===== src/rtl/srr_pkg.sv =====
// Shared types and constants of the selective repeat receiver.
package srr_pkg;

    localparam int DEF_WINDOW_SIZE    = 8;
    localparam int DEF_SEQUENCE_SPACE = 16;

    localparam int SEQ_W        = 4;
    localparam int SEQ_COUNT    = 2 ** SEQ_W;
    localparam int CSUM_W       = 32;
    localparam int ACK_CSUM_W   = 10;
    localparam int PAYLOAD_BITS = 160;
    localparam int PAIR_BITS    = 16;
    localparam int PAIR_STEPS   = PAYLOAD_BITS / PAIR_BITS;
    localparam int STEP_W       = $clog2(PAIR_STEPS);

    localparam logic [ACK_CSUM_W-1:0] ACK_CSUM_BASE = 10'd960;

    typedef enum logic {
        KIND_ACK  = 1'b0,
        KIND_DATA = 1'b1
    } t_kind;

    typedef enum logic [2:0] {
        S_IDLE,
        S_SUM,
        S_CHECK,
        S_ACK,
        S_DELIVER
    } t_state;

    typedef struct packed {
        logic [31:0] top;
        logic [63:0] mid;
        logic [63:0] low;
    } t_payload;

    typedef struct packed {
        logic [SEQ_W-1:0]         seq_number;
        logic signed [CSUM_W-1:0] ack_field;
        logic signed [CSUM_W-1:0] packet_checksum;
        logic [63:0]              payload_low;
        logic [63:0]              payload_mid;
        logic [31:0]              payload_top;
    } t_in_word;

    typedef struct packed {
        t_kind                 kind;
        logic [SEQ_W-1:0]      ack_number;
        logic [ACK_CSUM_W-1:0] ack_checksum;
        logic [63:0]           out_payload_low;
        logic [63:0]           out_payload_mid;
        logic [31:0]           out_payload_top;
        logic                  last;
    } t_out_word;

    typedef struct packed {
        logic load;
        logic step;
    } t_csum_ctl;

endpackage


===== src/rtl/srr_csum_unit.sv =====
// Shared checksum accumulator: adds two signed payload bytes per cycle while step is set.
module srr_csum_unit (
    input  logic                          i_clk,
    input  srr_pkg::t_csum_ctl            i_ctl,
    input  logic [srr_pkg::SEQ_W-1:0]     i_seq,
    input  logic [srr_pkg::CSUM_W-1:0]    i_ack,
    input  srr_pkg::t_payload             i_payload,
    output logic [srr_pkg::CSUM_W-1:0]    o_acc
);
    import srr_pkg::*;

    logic [CSUM_W-1:0]       r_acc;
    logic [CSUM_W-1:0]       n_acc;
    logic [PAYLOAD_BITS-1:0] r_shift;
    logic [PAYLOAD_BITS-1:0] n_shift;
    logic [CSUM_W-1:0]       byte_lo;
    logic [CSUM_W-1:0]       byte_hi;

    // sign-extend the two bytes at the bottom of the shift register
    assign byte_lo = {{(CSUM_W-8){r_shift[7]}},  r_shift[7:0]};
    assign byte_hi = {{(CSUM_W-8){r_shift[15]}}, r_shift[15:8]};

    always_comb begin
        n_acc   = r_acc;
        n_shift = r_shift;
        if (i_ctl.load) begin
            n_acc   = CSUM_W'(i_seq) + i_ack;
            n_shift = i_payload;
        end else if (i_ctl.step) begin
            n_acc   = r_acc + byte_lo + byte_hi;
            n_shift = r_shift >> PAIR_BITS;
        end
    end

    always_ff @(posedge i_clk) begin
        r_acc   <= n_acc;
        r_shift <= n_shift;
    end

    assign o_acc = r_acc;

endmodule


===== src/rtl/srr_slot_mem.sv =====
// Payload store of the receive window, one write and one registered read port.
module srr_slot_mem #(
    parameter int DEPTH  = srr_pkg::DEF_WINDOW_SIZE,
    parameter int ADDR_W = (DEPTH > 1) ? $clog2(DEPTH) : 1
) (
    input  logic              i_clk,
    input  logic              i_wr_en,
    input  logic [ADDR_W-1:0] i_wr_addr,
    input  srr_pkg::t_payload i_wr_data,
    input  logic [ADDR_W-1:0] i_rd_addr,
    output srr_pkg::t_payload o_rd_data
);
    import srr_pkg::*;

    t_payload r_mem [DEPTH];
    t_payload r_rd_data;

    always_ff @(posedge i_clk) begin
        if (i_wr_en) begin
            r_mem[i_wr_addr] <= i_wr_data;
        end
        r_rd_data <= r_mem[i_rd_addr];
    end

    assign o_rd_data = r_rd_data;

endmodule


===== src/rtl/selective_repeat_receiver_top.sv =====
// Top level of the selective repeat receiver: sequencer, window state and output register.
//
//  channel | direction | handshake                 | word
//  --------+-----------+---------------------------+---------------------------
//  in      | to block  | i_in_valid / o_in_stall   | i_in_word  (t_in_word)
//  out     | from block| o_out_valid / i_out_stall | o_out_word (t_out_word)
//
// One packet holds the input through the load, ten byte-pair additions in the shared
// checksum adder and the check, and then while the ack and up to WINDOW_SIZE deliveries
// go out, paced by the single output register and the memory read.
// A corrupted packet frees the input after the check cycle.
// Reset clears base, slot-full bits and the sequencer; payload store needs no reset.
// A stall on the output holds the result register and pauses the sequencer in S_ACK and S_DELIVER.
module selective_repeat_receiver_top #(
    parameter int WINDOW_SIZE    = srr_pkg::DEF_WINDOW_SIZE,
    parameter int SEQUENCE_SPACE = srr_pkg::DEF_SEQUENCE_SPACE
) (
    input  logic               i_clk,
    input  logic               i_rst_n,
    input  logic               i_in_valid,
    output logic               o_in_stall,
    input  srr_pkg::t_in_word  i_in_word,
    output logic               o_out_valid,
    input  logic               i_out_stall,
    output srr_pkg::t_out_word o_out_word
);
    import srr_pkg::*;

    localparam int SLOT_W = (WINDOW_SIZE > 1) ? $clog2(WINDOW_SIZE) : 1;
    localparam int BASE_W = (SEQUENCE_SPACE > 2) ? $clog2(SEQUENCE_SPACE) : 1;
    localparam int DIST_W = BASE_W + 1;
    localparam logic [STEP_W-1:0] LAST_STEP = STEP_W'(PAIR_STEPS - 1);
    localparam logic [BASE_W-1:0] BASE_TOP  = BASE_W'(SEQUENCE_SPACE - 1);
    localparam logic [SLOT_W-1:0] SLOT_TOP  = SLOT_W'(WINDOW_SIZE - 1);
    localparam logic [DIST_W-1:0] SPACE_D   = DIST_W'(SEQUENCE_SPACE);

    // slot of each sequence number, built at elaboration by counting round the window
    function automatic logic [SEQ_COUNT*SLOT_W-1:0] seq_slot_table();
        logic [SEQ_COUNT*SLOT_W-1:0] tbl;
        int                          j;
        tbl = '0;
        j   = 0;
        for (int i = 0; i < SEQ_COUNT; i++) begin
            tbl[i*SLOT_W +: SLOT_W] = SLOT_W'(j);
            j = (j == WINDOW_SIZE - 1) ? 0 : j + 1;
        end
        return tbl;
    endfunction

    localparam logic [SEQ_COUNT*SLOT_W-1:0] SEQ_SLOT = seq_slot_table();

    t_state              r_state, n_state;
    logic [STEP_W-1:0]   r_step, n_step;
    t_in_word            r_pkt;
    logic [BASE_W-1:0]   r_base, n_base;
    logic [SLOT_W-1:0]   r_slot, n_slot;
    logic [WINDOW_SIZE-1:0] r_full, n_full;
    logic                r_in_win, n_in_win;
    logic                r_out_valid, n_out_valid;
    t_out_word           r_out_word, n_out_word;

    t_csum_ctl           csum_ctl;
    logic [CSUM_W-1:0]   csum_acc;
    t_payload            pkt_payload;
    t_payload            rd_payload;
    logic                accept;
    logic                out_load;
    logic                csum_ok;
    logic                in_space;
    logic [DIST_W-1:0]   dist_raw;
    logic [DIST_W-1:0]   win_dist;
    logic                in_win;
    logic [SLOT_W-1:0]   seq_slot;
    logic [BASE_W-1:0]   adv_base;
    logic [SLOT_W-1:0]   adv_slot;
    logic                more;
    logic                store;
    logic                emit_ack;
    logic                emit_data;
    logic [SLOT_W-1:0]   rd_addr;

    assign accept   = i_in_valid && !o_in_stall;
    assign out_load = !r_out_valid || !i_out_stall;

    assign pkt_payload = '{top: r_pkt.payload_top, mid: r_pkt.payload_mid,
                           low: r_pkt.payload_low};

    // window test: distance from base, wrapped once round the sequence space
    assign csum_ok  = (csum_acc == unsigned'(r_pkt.packet_checksum));
    assign in_space = ({5'd0, r_pkt.seq_number} < 9'(SEQUENCE_SPACE));
    assign dist_raw = DIST_W'(r_pkt.seq_number) + SPACE_D - {1'b0, r_base};
    assign win_dist = (dist_raw >= SPACE_D) ? dist_raw - SPACE_D : dist_raw;
    assign in_win   = in_space && (32'(win_dist) < 32'(WINDOW_SIZE));
    assign seq_slot = SEQ_SLOT[r_pkt.seq_number*SLOT_W +: SLOT_W];

    // base after one delivery; its slot restarts with the base at wrap
    assign adv_base = (r_base == BASE_TOP) ? '0 : r_base + BASE_W'(1);
    assign adv_slot = ((r_base == BASE_TOP) || (r_slot == SLOT_TOP)) ? '0
                                                                     : r_slot + SLOT_W'(1);
    // another delivery follows when the next slot is full and is not the one emptied
    assign more     = r_full[adv_slot] && (adv_slot != r_slot);

    // next state
    always_comb begin
        n_state = r_state;
        case (r_state)
            S_IDLE: begin
                if (accept) n_state = S_SUM;
            end
            S_SUM: begin
                if (r_step == LAST_STEP) n_state = S_CHECK;
            end
            S_CHECK: begin
                n_state = csum_ok ? S_ACK : S_IDLE;
            end
            S_ACK: begin
                if (out_load) begin
                    n_state = (r_in_win && r_full[r_slot]) ? S_DELIVER : S_IDLE;
                end
            end
            S_DELIVER: begin
                if (out_load && !more) n_state = S_IDLE;
            end
            default: begin
                n_state = S_IDLE;
            end
        endcase
    end

    // sequencer outputs
    always_comb begin
        o_in_stall    = 1'b1;
        csum_ctl.load = 1'b0;
        csum_ctl.step = 1'b0;
        store         = 1'b0;
        emit_ack      = 1'b0;
        emit_data     = 1'b0;
        n_in_win      = r_in_win;
        case (r_state)
            S_IDLE: begin
                o_in_stall    = 1'b0;
                csum_ctl.load = accept;
            end
            S_SUM: begin
                csum_ctl.step = 1'b1;
            end
            S_CHECK: begin
                n_in_win = in_win;
                store    = csum_ok && in_win && !r_full[seq_slot];
            end
            S_ACK: begin
                emit_ack = out_load;
            end
            S_DELIVER: begin
                emit_data = out_load;
            end
            default: begin
                o_in_stall = 1'b1;
            end
        endcase
    end

    // window state and result word
    always_comb begin
        n_step      = r_step;
        n_base      = r_base;
        n_slot      = r_slot;
        n_full      = r_full;
        n_out_valid = r_out_valid;
        n_out_word  = r_out_word;

        if (accept) begin
            n_step = '0;
        end else if (csum_ctl.step) begin
            n_step = r_step + STEP_W'(1);
        end

        if (store) begin
            n_full[seq_slot] = 1'b1;
        end

        if (!i_out_stall) begin
            n_out_valid = 1'b0;
        end

        if (emit_ack) begin
            n_out_valid                = 1'b1;
            n_out_word                 = '0;
            n_out_word.kind            = KIND_ACK;
            n_out_word.ack_number      = r_pkt.seq_number;
            n_out_word.ack_checksum    = ACK_CSUM_BASE + ACK_CSUM_W'(r_pkt.seq_number);
            n_out_word.last            = !(r_in_win && r_full[r_slot]);
        end

        if (emit_data) begin
            n_out_valid                = 1'b1;
            n_out_word                 = '0;
            n_out_word.kind            = KIND_DATA;
            n_out_word.out_payload_low = rd_payload.low;
            n_out_word.out_payload_mid = rd_payload.mid;
            n_out_word.out_payload_top = rd_payload.top;
            n_out_word.last            = !more;
            n_full[r_slot]             = 1'b0;
            n_base                     = adv_base;
            n_slot                     = adv_slot;
        end
    end

    // read the slot the base will point at, so its payload is ready next cycle
    assign rd_addr = emit_data ? adv_slot : r_slot;

    always_ff @(posedge i_clk) begin
        if (!i_rst_n) begin
            r_state     <= S_IDLE;
            r_step      <= '0;
            r_base      <= '0;
            r_slot      <= '0;
            r_full      <= '0;
            r_in_win    <= 1'b0;
            r_out_valid <= 1'b0;
        end else begin
            r_state     <= n_state;
            r_step      <= n_step;
            r_base      <= n_base;
            r_slot      <= n_slot;
            r_full      <= n_full;
            r_in_win    <= n_in_win;
            r_out_valid <= n_out_valid;
        end
    end

    // hold the packet and the result word; no reset needed
    always_ff @(posedge i_clk) begin
        if (accept) begin
            r_pkt <= i_in_word;
        end
        r_out_word <= n_out_word;
    end

    srr_csum_unit u_csum (
        .i_clk     (i_clk),
        .i_ctl     (csum_ctl),
        .i_seq     (i_in_word.seq_number),
        .i_ack     (unsigned'(i_in_word.ack_field)),
        .i_payload ('{top: i_in_word.payload_top, mid: i_in_word.payload_mid,
                      low: i_in_word.payload_low}),
        .o_acc     (csum_acc)
    );

    srr_slot_mem #(
        .DEPTH  (WINDOW_SIZE),
        .ADDR_W (SLOT_W)
    ) u_slot_mem (
        .i_clk     (i_clk),
        .i_wr_en   (store),
        .i_wr_addr (seq_slot),
        .i_wr_data (pkt_payload),
        .i_rd_addr (rd_addr),
        .o_rd_data (rd_payload)
    );

    assign o_out_valid = r_out_valid;
    assign o_out_word  = r_out_word;

endmodule


===== config.mk =====
export PLATFORM = sky130hd
export DESIGN_NAME = selective_repeat_receiver_top
export DESIGN_NICKNAME = d
export VERILOG_FILES = /design/src/rtl/srr_pkg.sv /design/src/rtl/srr_csum_unit.sv /design/src/rtl/srr_slot_mem.sv /design/src/rtl/selective_repeat_receiver_top.sv
export SDC_FILE = /design/constraint.sdc
export NUM_CORES = 2
export LEC_CHECK = 0
export BUFFER_PORTS_ARGS = -buffer_cell sky130_fd_sc_hd__buf_4
export CAP_MARGIN = 40
export CORE_MARGIN = 4
export CORE_UTILIZATION = 30
export DETAILED_ROUTE_END_ITERATION = 8
export GPL_ROUTABILITY_DRIVEN = 0
export GPL_TIMING_DRIVEN = 0
export HOLD_SLACK_MARGIN = 0.05
export SLEW_MARGIN = 5
export SYNTH_ARGS = -nofsm -noshare
export SYNTH_HDL_FRONTEND = slang
export SYNTH_SLANG_ARGS = --single-unit

===== constraint.sdc =====
create_clock -name i_clk -period 16.7 [get_ports i_clk]
set_clock_uncertainty 0.15 [all_clocks]
set_input_delay 1.67 -clock i_clk [delete_from_list [all_inputs] [get_ports i_clk]]
set_output_delay 1.67 -clock i_clk [all_outputs]
set_load 0.05 [all_outputs]

==> run metrics <==
Final Setup Violations 0; cell row count 185; area leader, netlist edfxtp_1; share of cells above drive strength 1 16.3%; post-route minimum period 4.68 ns; Max Clk Rate 214 MHz; Final ANT Viol Nets 0; Syn Std Cell Area 76600 um2; Clk Latency, worst-skew pair 0.88 ns; average size of a mapped cell 14.5 um2; sequential share of power 49.0%; switching part of the total power 24.1%; CP endpoint kind flip-flop; First-pass DRT Iterations 6; Final Cycle Share approximately 28%; largest net degree at the start of global routing 53; status completed; Net Switching 2.87 mW; final hold violations 0; Sequential Area slightly below 60000 um2; layer with the highest usage met2; Inserted Clock Buffers 211; GR Layer Usage met3 approximately 4.0%; CP required 17.10 ns; Yosys cell types 75; PD cells 127 nW/um2; # IOs 410; WP data arrival 5.08 ns; Most used DFF post-synth edfxtp_1; CTS tree built; area of the multi-input gates between 15000 and 20000 um2; vias per inst ~4.8; YS warnings 0; CORE AREA approximately 250000 um2; DR iter-0 viols 4704; initial antenna violation count 70; Die Wd between 500 and 600 um; crit path from u_csum.o_acc[22]$_DFFE_PP_; met2 track demand over resource 26.4%; M1 GR Usage 22.3%; P_int 9.06 mW; Post-synth ARST share 0%; Max Root-Sink Buffers 3; Critical R2R Launch u_csum.o_acc[22]$_DFFE_PP_; unrepaired setup endpoints after global routing false; peak supply drop 108 uV; Post-synth EDFFs 1829; Initial Utilization 30.2%; root buf cell clkbuf_16; hpwl dp 160 mm; relative slew slack 39.3%; CTS clk-pin slew, worst paths 0.06 ns; clk sinks roughly 2000; P_leak about 32 nW; GRT overflow 0; # nets final 6341; first-pass GRT wire length 322 mm; DRC 0; vias between 40000 and 50000; Setup TNS Final 0 ns; HP Class flip-flop to flip-flop; Synth area leaders edfxtp_1, nand2_1, dfxtp_1, mux2i_1, nand3_1; Seq/Total Area, Yosys 76.6%; die footprint roughly 260000 um2; post_cts resized 0; Comb pwr share slightly above 10%; final design utilization 36.9%; WL per Instance 24.0 um; hold_buf cts 0; Die Y 513 um; CP Launch Type flip-flop; IO Port Bufs 406; HP Start u_slot_mem.o_rd_data[49]$_DFF_P_; CTS HTree Levels 4; Fillers approximately 24000; Post-CTS Setup Inserts 0; Crit Path Category flip-flop to flip-flop; Area growth syn-to-layout 22.3%; Slew @ Worst Pin 0.908 ns; Final Slew Violations 0; register bit total from synthesis 2019; maximum fanout along the worst path 12; Routed WL 230 mm; All-Layer GR Usage 16.9%; number of global-route vias before repair 44900; clock network fraction of design power 40.7%; Synth Instances 5299; Synth top area share 71.7%; max_cap viols 0
## routing by layer
metal | share of wire, % | wire, um
met1 | 41 | 94600
met2 | 46 | 106000
met4 | 4.6 | 10500
met3 | 8.4 | 19300
met5 | 0.11 | 250
## layout make-up
cell class | instances | area share, %
clock buffers | 284 | 6.18
plain buffers | 282 | 1.43
diodes | 26 | 0.0694
inverters | 24 | 0.0961
clock inverters | 118 | 1.56
repair buffers | 521 | 5.85
multi-input cells | 2975 | 17.7
flip-flops and latches | 2019 | 62.6
well taps | 3366 | 4.49
## synth_stat cells, types with 24 or more instances
cell and instances:
o21ai_0 41, dfxtp_1 190, ha_1 42, a21oi_1 53
and2_1 162, fa_1 33, clkbuf_1 147, edfxtp_1 1829
xor2_1 41, nand3_1 343, mux2i_1 172, and3_1 188
inv_1 24, a32oi_1 160, xnor2_1 50, nor2_1 64
buf_2 99, nand2_1 1457
## metrics by stage
stage                     worst slack (ns)  hold WS [ns]  cell area (um2)  cells  power [mW]
after floorplan                       1.56         0.303            76600   5300        6.74
after global routing                 11.84         0.364            93700   9600        12.4
after detailed placement             11.57         0.332            86400   9187        7.16
final                                12.02         0.348            93800   9615        11.9
after global placement               -5.65         0.327            83900   9072        7.17
after CTS                            11.99         0.351            93700   9589        12.0
## cells by family after synthesis
group                    Yosys count  share of synthesized area [%]
AND/OR/NAND/NOR                 2296                           13.3
flip-flops                      2019                           76.6
AO/OA/AOI/OAI                    335                           3.27
buffers and inverters            306                           1.85
multiplexers                     176                           2.35
XOR/XNOR                          91                           1.04
adder cells (fa/ha/maj)           75                           1.55
other                              1                        0.00489
## sequential cells by signal, summed over array words and instances (netlist names), 3 cells and up
signal / flops
r_base: 4
o_out_word: 167
u_slot_mem.r_mem: 1280
r_slot: 3
u_csum.o_acc: 32
r_pkt: 36
r_full: 8
u_csum.r_shift: 160
u_slot_mem.o_rd_data: 160
pkt_payload: 160
r_step: 4
r_state: 3
## power by group through the flow
stage | Sequential [mW] | Clock, mW | Combinational (mW)
final | 5.85 | 4.86 | 1.22
after CTS | 5.85 | 4.96 | 1.22
after detailed placement | 5.95 | 0 | 1.20
after global placement | 6.02 | 0 | 1.15
after global routing | 5.86 | 5.17 | 1.36
after floorplan | 5.93 | 0 | 0.808
## critical path, cell delays in order (launching register included)
cell	delay [ns]
edfxtp_1	0.51
xnor2_1	0.18
nand4_1	0.19
or4_4	0.59
nor4_4	0.49
nand4_1	0.20
or2_4	0.33
nor3_4	0.70
buf_8	0.28
buf_16	0.18
buf_16	0.16
buf_8	0.19
buf_16	0.17
## cell usage in the layout, fill, tap and decap left out, types with 18 or more instances in the layout
cell          n
clkbuf_1    194
inv_1        24
and3_1      188
a21o_1       22
diode_2      26
clkbuf_16   214
and2_1      162
buf_12       45
buf_8        25
edfxtp_1   1829
dfxtp_1     190
xor2_1       41
clkinv_2     40
ha_1         42
o21ai_0      40
fa_1         33
nand2_1    1457
a32oi_1     160
nor2_1       61
bufinv_16    27
buf_16       40
clkbuf_8     18
buf_6        18
a21oi_1      53
xnor2_1      50
mux2i_1     172
buf_2        99
buf_4       419
nand3_1     343
## worst paths after layout
kind,to,slack (ns),depth (start not counted)
worst max-delay path,u_slot_mem.r_mem[4][89]$_DFFE_PP_,12.02,12
worst min-delay path,o_out_word[146]$_SDFFCE_PN0P_,0.35,1
worst max register to register,u_slot_mem.r_mem[4][89]$_DFFE_PP_,12.02,12
worst min register to register,o_out_word[146]$_SDFFCE_PN0P_,0.35,1
Note: power is estimated with default switching activity, not from simulation.
